===== config.mk =====
export PLATFORM = sky130hd
export DESIGN_NAME = ts_section_packetizer
export DESIGN_NICKNAME = d
export VERILOG_FILES = /design/src/rtl/core/tsp_pkg.sv /design/src/rtl/core/tsp_datapath.sv /design/src/rtl/core/tsp_ctrl.sv /design/src/rtl/core/ts_section_packetizer.sv
export SDC_FILE = /design/constraint.sdc
export NUM_CORES = 1
export LEC_CHECK = 0
export CAP_MARGIN = 20
export CORE_MARGIN = 3
export CORE_UTILIZATION = 43
export CTS_CLUSTER_DIAMETER = 80
export DETAILED_ROUTE_END_ITERATION = 12
export DONT_BUFFER_PORTS = 1
export HOLD_SLACK_MARGIN = 0.15
export MAX_ROUTING_LAYER = met4
export PLACE_DENSITY = 0.62
export SYNTH_ARGS = -nofsm -noshare
export SYNTH_HDL_FRONTEND = slang
export SYNTH_SLANG_ARGS = --single-unit

===== constraint.sdc =====
create_clock -name i_clk -period 9.97 [get_ports i_clk]
set_clock_uncertainty 0.1 [all_clocks]
set_input_delay 2.991 -clock i_clk [delete_from_list [all_inputs] [get_ports i_clk]]
set_output_delay 2.991 -clock i_clk [all_outputs]
set_load 0.005 [all_outputs]

===== src/rtl/core/tsp_pkg.sv =====
// Package for the transport stream section packetizer.
// Constants, request selectors and the controller/datapath interface types.
// No dependencies.
`timescale 1ns / 1ps

package tsp_pkg;

    localparam int unsigned WordW    = 32;
    localparam int unsigned PktWords = 47;
    localparam int unsigned PosW     = 6;
    localparam int unsigned CcW      = 4;
    localparam int unsigned VbW      = 3;

    localparam logic [PosW-1:0]  LastPos  = PosW'(PktWords - 1);
    localparam logic [WordW-1:0] FillWord = 32'hFFFF_FFFF;
    localparam logic [7:0]       PusiMask = 8'hBF;
    localparam logic [7:0]       HiNibble = 8'hF0;
    localparam logic [7:0]       LoNibble = 8'h0F;

    typedef enum logic [1:0] {
        SEL_HDR,
        SEL_IN,
        SEL_HOLD,
        SEL_PAD
    } t_sel;

    typedef struct packed {
        logic emit;
        t_sel sel;
        logic eos;
        logic sec_end;
        logic save_hdr;
        logic cap_hold;
    } t_cmd;

    typedef struct packed {
        logic out_free;
        logic pos_zero;
        logic first;
        logic at_eop;
        logic hold_last;
    } t_status;

endpackage


===== src/rtl/core/tsp_datapath.sv =====
// Datapath of the section packetizer: header, position and continuity state,
// held input word and the output register.
// Depends on tsp_pkg.
`timescale 1ns / 1ps

module tsp_datapath (
    input  logic                      i_clk,
    input  logic                      i_rst_n,
    input  tsp_pkg::t_cmd             i_cmd,
    output tsp_pkg::t_status          o_status,
    input  logic [tsp_pkg::WordW-1:0] i_data,
    input  logic [tsp_pkg::VbW-1:0]   i_valid_bytes,
    input  logic                      i_last,
    output logic                      o_out_valid,
    input  logic                      i_out_ready,
    output logic [tsp_pkg::WordW-1:0] o_out_word,
    output logic                      o_out_eop,
    output logic                      o_out_eos
);

    logic [tsp_pkg::WordW-1:0] r_hdr;
    logic [tsp_pkg::PosW-1:0]  r_pos;
    logic [tsp_pkg::CcW-1:0]   r_cc;
    logic                      r_first;
    logic [tsp_pkg::WordW-1:0] r_hold;
    logic                      r_hold_last;
    logic [tsp_pkg::WordW-1:0] r_out_word;
    logic                      r_out_eop;
    logic                      r_out_eos;
    logic                      r_out_valid;

    logic [tsp_pkg::CcW-1:0]   n_cc_inc;
    logic [tsp_pkg::WordW-1:0] n_hdr_word;
    logic [tsp_pkg::WordW-1:0] n_in_word;
    logic [tsp_pkg::WordW-1:0] n_word;
    logic [tsp_pkg::WordW-1:0] keep;
    logic [7:0]                hb1;
    logic [7:0]                hb3;
    logic                      eop;

    // keep mask: 0 keeps nothing, 4..7 keep all
    always_comb begin
        case (i_valid_bytes)
            3'd0:    keep = 32'h0000_0000;
            3'd1:    keep = 32'hFF00_0000;
            3'd2:    keep = 32'hFFFF_0000;
            3'd3:    keep = 32'hFFFF_FF00;
            default: keep = 32'hFFFF_FFFF;
        endcase
    end

    assign n_in_word = i_last ? ((i_data & keep) | ~keep) : i_data;

    assign n_cc_inc = r_cc + 4'd1;
    assign hb1 = r_hdr[23:16] & tsp_pkg::PusiMask;
    assign hb3 = (r_hdr[7:0] & tsp_pkg::HiNibble)
               | ({4'd0, r_hdr[3:0] + n_cc_inc} & tsp_pkg::LoNibble);
    assign n_hdr_word = {r_hdr[31:24], hb1, r_hdr[15:8], hb3};

    always_comb begin
        unique case (i_cmd.sel)
            tsp_pkg::SEL_HDR:  n_word = n_hdr_word;
            tsp_pkg::SEL_IN:   n_word = n_in_word;
            tsp_pkg::SEL_HOLD: n_word = r_hold;
            tsp_pkg::SEL_PAD:  n_word = tsp_pkg::FillWord;
            default:           n_word = tsp_pkg::FillWord;
        endcase
    end

    assign eop = (r_pos == tsp_pkg::LastPos);

    always_ff @(posedge i_clk) begin
        if (!i_rst_n) begin
            r_hdr       <= '0;
            r_pos       <= '0;
            r_cc        <= '0;
            r_first     <= 1'b1;
            r_hold_last <= 1'b0;
            r_out_valid <= 1'b0;
        end else begin
            if (i_cmd.save_hdr) begin
                r_hdr <= i_data;
            end
            if (i_cmd.cap_hold) begin
                r_hold      <= n_in_word;
                r_hold_last <= i_last;
            end
            if (i_cmd.emit) begin
                r_out_valid <= 1'b1;
                r_out_word  <= n_word;
                r_out_eop   <= eop;
                r_out_eos   <= eop & i_cmd.eos;
                if (i_cmd.sel == tsp_pkg::SEL_HDR) begin
                    r_cc <= n_cc_inc;
                end
                if (i_cmd.sec_end) begin
                    r_pos   <= '0;
                    r_cc    <= '0;
                    r_first <= 1'b1;
                end else if (eop) begin
                    r_pos   <= '0;
                    r_first <= 1'b0;
                end else begin
                    r_pos <= r_pos + 6'd1;
                end
            end else if (i_out_ready) begin
                r_out_valid <= 1'b0;
            end
        end
    end

    assign o_status.out_free  = !r_out_valid || i_out_ready;
    assign o_status.pos_zero  = (r_pos == '0);
    assign o_status.first     = r_first;
    assign o_status.at_eop    = eop;
    assign o_status.hold_last = r_hold_last;

    assign o_out_valid = r_out_valid;
    assign o_out_word  = r_out_word;
    assign o_out_eop   = r_out_eop;
    assign o_out_eos   = r_out_eos;

    a_pos_range: assert property (@(posedge i_clk) disable iff (!i_rst_n)
        r_pos <= tsp_pkg::LastPos)
        else $error("packet position out of range");

    a_eos_on_eop: assert property (@(posedge i_clk) disable iff (!i_rst_n)
        r_out_valid && r_out_eos |-> r_out_eop)
        else $error("section end off a packet boundary");

    a_sec_reset: assert property (@(posedge i_clk) disable iff (!i_rst_n)
        i_cmd.emit && i_cmd.sec_end |=> r_first && r_pos == '0 && r_cc == '0)
        else $error("section state not restored");

    a_no_overwrite: assert property (@(posedge i_clk) disable iff (!i_rst_n)
        i_cmd.emit |-> !r_out_valid || i_out_ready)
        else $error("output register overwritten");

endmodule


===== src/rtl/core/tsp_ctrl.sv =====
// Controller of the section packetizer: sequences header, data and fill
// words into the datapath output register.
// Depends on tsp_pkg.
`timescale 1ns / 1ps

module tsp_ctrl (
    input  logic             i_clk,
    input  logic             i_rst_n,
    input  logic             i_in_valid,
    input  logic             i_in_last,
    output logic             o_in_ready,
    input  tsp_pkg::t_status i_status,
    output tsp_pkg::t_cmd    o_cmd
);

    typedef enum logic [1:0] {
        ST_IDLE,
        ST_DATA,
        ST_PAD
    } t_state;

    t_state r_state;
    t_state n_state;
    logic   accept;

    assign o_in_ready = (r_state == ST_IDLE) && i_status.out_free;
    assign accept     = i_in_valid && o_in_ready;

    always_comb begin
        n_state        = r_state;
        o_cmd.emit     = 1'b0;
        o_cmd.sel      = tsp_pkg::SEL_IN;
        o_cmd.eos      = 1'b0;
        o_cmd.sec_end  = 1'b0;
        o_cmd.save_hdr = 1'b0;
        o_cmd.cap_hold = 1'b0;
        unique case (r_state)
            ST_IDLE: begin
                if (accept) begin
                    o_cmd.emit = 1'b1;
                    if (i_status.pos_zero && !i_status.first) begin
                        // continuation header first, word waits in hold
                        o_cmd.sel      = tsp_pkg::SEL_HDR;
                        o_cmd.cap_hold = 1'b1;
                        n_state        = ST_DATA;
                    end else begin
                        o_cmd.save_hdr = i_status.pos_zero;
                        o_cmd.eos      = i_in_last;
                        if (i_in_last) begin
                            if (i_status.at_eop) begin
                                o_cmd.sec_end = 1'b1;
                            end else begin
                                n_state = ST_PAD;
                            end
                        end
                    end
                end
            end
            ST_DATA: begin
                if (i_status.out_free) begin
                    o_cmd.emit = 1'b1;
                    o_cmd.sel  = tsp_pkg::SEL_HOLD;
                    o_cmd.eos  = i_status.hold_last;
                    if (i_status.hold_last && !i_status.at_eop) begin
                        n_state = ST_PAD;
                    end else begin
                        o_cmd.sec_end = i_status.hold_last;
                        n_state       = ST_IDLE;
                    end
                end
            end
            ST_PAD: begin
                if (i_status.out_free) begin
                    o_cmd.emit = 1'b1;
                    o_cmd.sel  = tsp_pkg::SEL_PAD;
                    o_cmd.eos  = 1'b1;
                    if (i_status.at_eop) begin
                        o_cmd.sec_end = 1'b1;
                        n_state       = ST_IDLE;
                    end
                end
            end
            default: n_state = ST_IDLE;
        endcase
    end

    always_ff @(posedge i_clk) begin
        if (!i_rst_n) begin
            r_state <= ST_IDLE;
        end else begin
            r_state <= n_state;
        end
    end

    a_pad_no_input: assert property (@(posedge i_clk) disable iff (!i_rst_n)
        r_state == ST_PAD |-> !o_in_ready && (!o_cmd.emit || o_cmd.sel == tsp_pkg::SEL_PAD))
        else $error("input taken during fill");

    a_hdr_then_data: assert property (@(posedge i_clk) disable iff (!i_rst_n)
        o_cmd.emit && o_cmd.sel == tsp_pkg::SEL_HDR |=> r_state == ST_DATA)
        else $error("header not followed by held word");

    a_pad_after_last: assert property (@(posedge i_clk) disable iff (!i_rst_n)
        r_state != ST_PAD && n_state == ST_PAD |-> o_cmd.emit && o_cmd.eos)
        else $error("fill started without section end");

endmodule


===== src/rtl/core/ts_section_packetizer.sv =====
// Top level of the transport stream section packetizer.
// Depends on tsp_pkg, tsp_ctrl and tsp_datapath.
// Splits a table section into 47-word (188-byte) packets. Each accepted
// word leaves in the following cycle through an output register (but one
// that opens a continuation packet), so while the receiver keeps up a
// steady stream moves at one word per cycle; the single output port sets
// that figure. A continuation word waits in hold behind its new header;
// after a section's last word, input waits for up to 46 0xFF-byte fills.
`timescale 1ns / 1ps

module ts_section_packetizer (
    input  logic        i_clk,
    input  logic        i_rst_n,
    input  logic        i_s_tvalid,
    output logic        o_s_tready,
    input  logic [31:0] i_s_tdata,   // [31:0] data_word
    input  logic [2:0]  i_s_tuser,   // [2:0] valid_bytes
    input  logic        i_s_tlast,   // is_last
    output logic        o_m_tvalid,
    input  logic        i_m_tready,
    output logic [31:0] o_m_tdata,   // [31:0] packet_word
    output logic [0:0]  o_m_tuser,   // [0] end_of_section
    output logic        o_m_tlast    // end_of_packet
);

    tsp_pkg::t_cmd    cmd;
    tsp_pkg::t_status status;

    tsp_ctrl u_ctrl (
        .i_clk      (i_clk),
        .i_rst_n    (i_rst_n),
        .i_in_valid (i_s_tvalid),
        .i_in_last  (i_s_tlast),
        .o_in_ready (o_s_tready),
        .i_status   (status),
        .o_cmd      (cmd)
    );

    tsp_datapath u_datapath (
        .i_clk         (i_clk),
        .i_rst_n       (i_rst_n),
        .i_cmd         (cmd),
        .o_status      (status),
        .i_data        (i_s_tdata),
        .i_valid_bytes (i_s_tuser),
        .i_last        (i_s_tlast),
        .o_out_valid   (o_m_tvalid),
        .i_out_ready   (i_m_tready),
        .o_out_word    (o_m_tdata),
        .o_out_eop     (o_m_tlast),
        .o_out_eos     (o_m_tuser[0])
    );

endmodule


After elaboration in Yosys (flattened, before gate mapping)
Index checks and enable logic that the tools add are counted.
{"block": "op_classes", "add_sub_neg": 3, "eq_ne": 15, "n_mux": 31, "n_bitwise": 5, "reduce_logical": 20}
{"op": "32-bit case mux with 4 select lines", "count": 2}
{"op": "32-bit bitwise AND", "count": 1}
{"op": "32-bit 2-to-1 mux", "count": 1}
{"op": "32-bit inverter", "count": 1}
{"op": "32-bit OR", "count": 1}
{"op": "2-bit 2-to-1 mux", "count": 9}
{"op": "5-bit case mux with 3 select lines", "count": 1}
{"op": "6-bit 2-to-1 mux", "count": 2}
{"op": "5-bit 2-to-1 mux", "count": 2}
{"op": "1-bit 2-to-1 mux", "count": 9}
{"op": "4-bit 2-to-1 mux", "count": 2}
{"op": "2-bit by 1-bit inequality test with 1-bit output (second input constant)", "count": 4}
{"op": "8-bit by 4-bit OR with 8-bit output", "count": 1}
{"op": "2-bit AND reduction", "count": 4}
{"op": "7-bit 2-to-1 mux", "count": 1}
{"op": "6-bit by 1-bit adder with 6-bit output (second input constant)", "count": 1}
{"op": "2-bit == test (second input constant)", "count": 3}
{"op": "3-bit by 2-bit == test with 1-bit output (second input constant)", "count": 2}
{"op": "6-bit == test (second input constant)", "count": 1}
{"op": "6-bit logical NOT", "count": 1}
{"op": "3-bit inequality test (second input constant)", "count": 2}
{"op": "2-bit case mux with 3 select lines", "count": 1}
{"op": "6-bit AND reduction", "count": 1}
{"op": "2-bit nonzero test", "count": 3}
{"op": "other kinds (11)", "count": 18}
{"block": "totals", "ff_bits": 113, "output_inout_bits": 36}

Depth between registers and ports, before layout
{"block": "depth", "depth_word": 9, "depth_mapped": 8}

Hierarchy
Synthesis repeated with hierarchy kept, for this count alone.
{"block": "hier_totals", "hier_cells": 440, "hier_area_um2": 5109.9}
{"module": "tsp_datapath", "n_inst": 1, "cells_per_inst": 406, "area_per_inst_um2": 4848.4}
{"module": "tsp_ctrl", "n_inst": 1, "cells_per_inst": 34, "area_per_inst_um2": 261.5}

Worst setup path before layout
OpenSTA, ideal clock, no wires.
{"block": "synth_timing", "path_kind": "input port to output port", "start": "input i_m_tready", "end": "output o_s_tready", "t_arrival_ns": 3.482, "path_slack_ns": 3.397, "path_stages": 3, "cell_sequence": "nor2b_1 > clkbuf_1 > nor2_1"}
{"block": "synth_between", "elab_chain_len": 2}
{"element": "start: declaration", "line_no": "ts_section_packetizer.sv:20", "text": "input logic i_m_tready,"}
{"element": "1-bit logical OR", "line_no": "tsp_datapath.sv:112", "text": "assign o_status.out_free = !r_out_valid || i_out_ready;"}
{"element": "1-bit logical AND", "line_no": "tsp_ctrl.sv:26", "text": "assign o_in_ready = (r_state == ST_IDLE) && i_status.out_free;"}
{"element": "end: declaration", "line_no": "ts_section_packetizer.sv:15", "text": "output logic o_s_tready,"}
Every way passes these cells.

Worst setup path after layout
Ends and elaborated chain as after synthesis.

==> run summary <==
# DRC - 0
Max-cap violations - 0
Critical R2R Capture - u_datapath.r_hold[3]
I/O pins - 76
Slew Viols, Final - 0
Congestion Overflow GR - 0
setup slack, reg-to-reg - 6.07 ns
critical path class - in2out
largest net degree at the start of global routing - 42
setup bufs post-CTS - 0
FP Rows - 39
Net Switching - 0.262 mW
critical path's largest stage delay - 0.59 ns
Die Span Y - 115 um
async set-reset flop share out of synthesis - 0
crit-path max FO - 11
Filler Cell Count - 1,060
WP data required - 6.88 ns
Arr. time, crit path - 3.74 ns
Hold Path Origin - u_datapath.r_hdr[27]
GPL Wtd Cong - 0.792
Post-DRT Antenna Nets - 0
Rel. slew slack - 0.284
worst path bufs/invs - 0
Worst-path clk slew - 0.07 ns
Hold Crit Class - reg2reg
Mapped Cells - 500
Layout area overhead - 8.63%
Netlist cell types - 45
Reg power frac - 0.529
Post-Syn Area per Cell - 10.3 um^2
Gate power share - 0.124
Warnings, synthesis - 0
status - completed
FF+latch area - 2900 um^2
Core Region - 11,500 um^2
register area share after synthesis - 0.566
Initial Util - 0.445
Switching Share - 0.263
initial drt markers - 393
largest buffer count on any clock path - 2
RSZ-0062 raised after global routing - false
H-tree Lvls - 3
crit share post-route - 0.685
Clock Sink Count - 112
worst skew pair latency - 0.35 ns
most frequent cells in the layout - edfxtp_1 (66), a21oi_1 (52), dfxtp_1 (46), nand3_1 (39), o21ai_0 (39)
dominant synthesized flop cell - edfxtp_1
post-CTS sizing - 0
CTS Buf Count - 9
VDD IR max - 0.0000890 V
Mapped Nets - 548
DR WL/cell - 20.3 um
Pre-Repair DR Iteration Count - 5
Layout Utilization - 0.484
Power Density - 179 nW/um^2
diode count - 0
hold path endpoint - u_datapath.r_hdr[27]
Port Buffers - 0
r2r startpoint - u_datapath.r_pos[0]
# setup viols final - 0
area of the multi-input gates - 1980 um^2
Top delay family on crit path - simple AND/OR/NAND/NOR gates
GRT Total Usage - 0.200
first-pass GRT wire length - 19,800 um
hpwl dp - 8230 um
hold buffers post-CTS - 0
Final min period - 6.83 ns
setup TNS - 0 ns
mapped cell area - 5130 um^2
most common cell after layout, fill and taps aside - edfxtp_1
fmax - 146 MHz
Hold Fails Final Rpt - 0
die area - 13,300 um^2
CP cell instances - nor2b_1 > nor2_1
leakage power - 1.98 nW
vias in the first global route - 3,725
initial antenna violation count - 0
kind of end point of the critical path - output pin
CTS root buf - clkbuf_16
Routed WL - 12,900 um
Yosys reg bits - 112
Via density - 6.09
die span in x - 115 um
Hold Crit Depth - 2
CTS tree - done
Worst Setup Start Kind - primary input
R2R cell count - 7
P_int - 0.734 mW
Least-Margin Pin Slew - 1.07 ns
share of layout cells above drive strength 1 - 0.0879
Critical-path top delay cell - nor2b_1
Post-synth EDFFs - 66
nets - 532
Clk pwr share - 0.346
total number of vias - 3,848
-- per-layer routing --
layer / up-vias / track usage / routed length, um
met5: - / - / 0
met4: 0 / 0.0775 / 191
met3: 15 / 0.0489 / 880
met2: 114 / 0.306 / 6100
met1: 1897 / 0.256 / 5690
li1: 1822 / - / -
-- through the flow --
stage | hold WS [ns] | std cells | total power [mW] | cell area [um^2] | setup slack, ns
6_report | 0.374 | 632 | 0.996 | 5570 | 3.14
5_1_grt | 0.396 | 632 | 1.04 | 5570 | 3.05
4_1_cts | 0.375 | 631 | 1.00 | 5560 | 3.13
3_5_place_dp | 0.364 | 615 | 0.660 | 5280 | 3.12
3_3_place_gp | 0.357 | 613 | 0.651 | 5250 | 3.16
2_1_floorplan | 0.350 | 500 | 0.622 | 5130 | 3.40
-- synth_stat cells (all sizes together), types with 4 or more instances --
library cell / number / share of area
edfxtp: 66 / 0.39
a21oi: 53 / 0.052
dfxtp: 46 / 0.18
o21ai: 40 / 0.039
nand3: 39 / 0.038
a2bb2oi: 35 / 0.060
clkbuf: 35 / 0.026
inv: 35 / 0.026
nor2: 30 / 0.022
nor3: 17 / 0.017
nand2: 9 / 0.0066
a221oi: 7 / 0.013
ha: 7 / 0.017
or2: 7 / 0.0085
a211oi: 6 / 0.0088
mux2i: 6 / 0.012
o22ai: 6 / 0.0073
xnor2: 6 / 0.010
a31oi: 5 / 0.0061
nand2b: 5 / 0.0061
a21o: 4 / 0.0059
o31ai: 4 / 0.0059
or3: 4 / 0.0049
or4: 4 / 0.0059
-- worst max path at each step --
stage	start	endpoint	slack, ns	cells after the start
2_1_floorplan	i_m_tready	o_s_tready	3.40	3
3_3_place_gp	i_m_tready	o_s_tready	3.16	2
3_5_place_dp	i_m_tready	o_s_tready	3.12	2
4_1_cts	i_m_tready	o_s_tready	3.13	2
5_1_grt	i_m_tready	o_s_tready	3.05	2
6_report	i_m_tready	o_s_tready	3.14	2
-- final cells by class --
class / count / area share
Sequential cell: 112 / 0.521
Clock buffer: 10 / 0.0411
Tap cell: 143 / 0.0321
Clock inverter: 6 / 0.00898
Multi-Input combinational cell: 316 / 0.356
Timing Repair Buffer: 10 / 0.0173
Inverter: 35 / 0.0236
-- flip-flops by register name, indices dropped and copies added (netlist names) --
register                count
u_datapath.r_hold_last      1
u_datapath.r_hdr           31
u_datapath.o_out_valid      1
u_datapath.r_cc             4
u_datapath.o_out_eos        1
u_datapath.r_pos            6
u_datapath.r_hold          32
u_ctrl.r_state              2
u_datapath.r_first          1
u_datapath.o_out_eop        1
u_datapath.o_out_word      32
-- kinds of logic (layout without fill, tap and decap cells) --
family / count (synthesis) / in the layout / share of synthesized area
AND/OR/NAND/NOR: 129 / 129 / 0.129
adder cells (fa/ha/maj): 8 / 8 / 0.0210
XOR/XNOR: 7 / 7 / 0.0120
flip-flops: 112 / 112 / 0.566
AO/OA/AOI/OAI: 166 / 166 / 0.207
multiplexers: 6 / 6 / 0.0117
buffers and inverters: 72 / 61 / 0.0529
-- power groups by stage --
stage	combinational, mW	clock [mW]	sequential (mW)
floorplan	0.0879	0	0.534
global placement	0.114	0	0.537
detailed placement	0.123	0	0.538
CTS	0.123	0.351	0.527
global route	0.137	0.369	0.530
finish	0.124	0.345	0.527
Power figures use the tool's default switching activity.
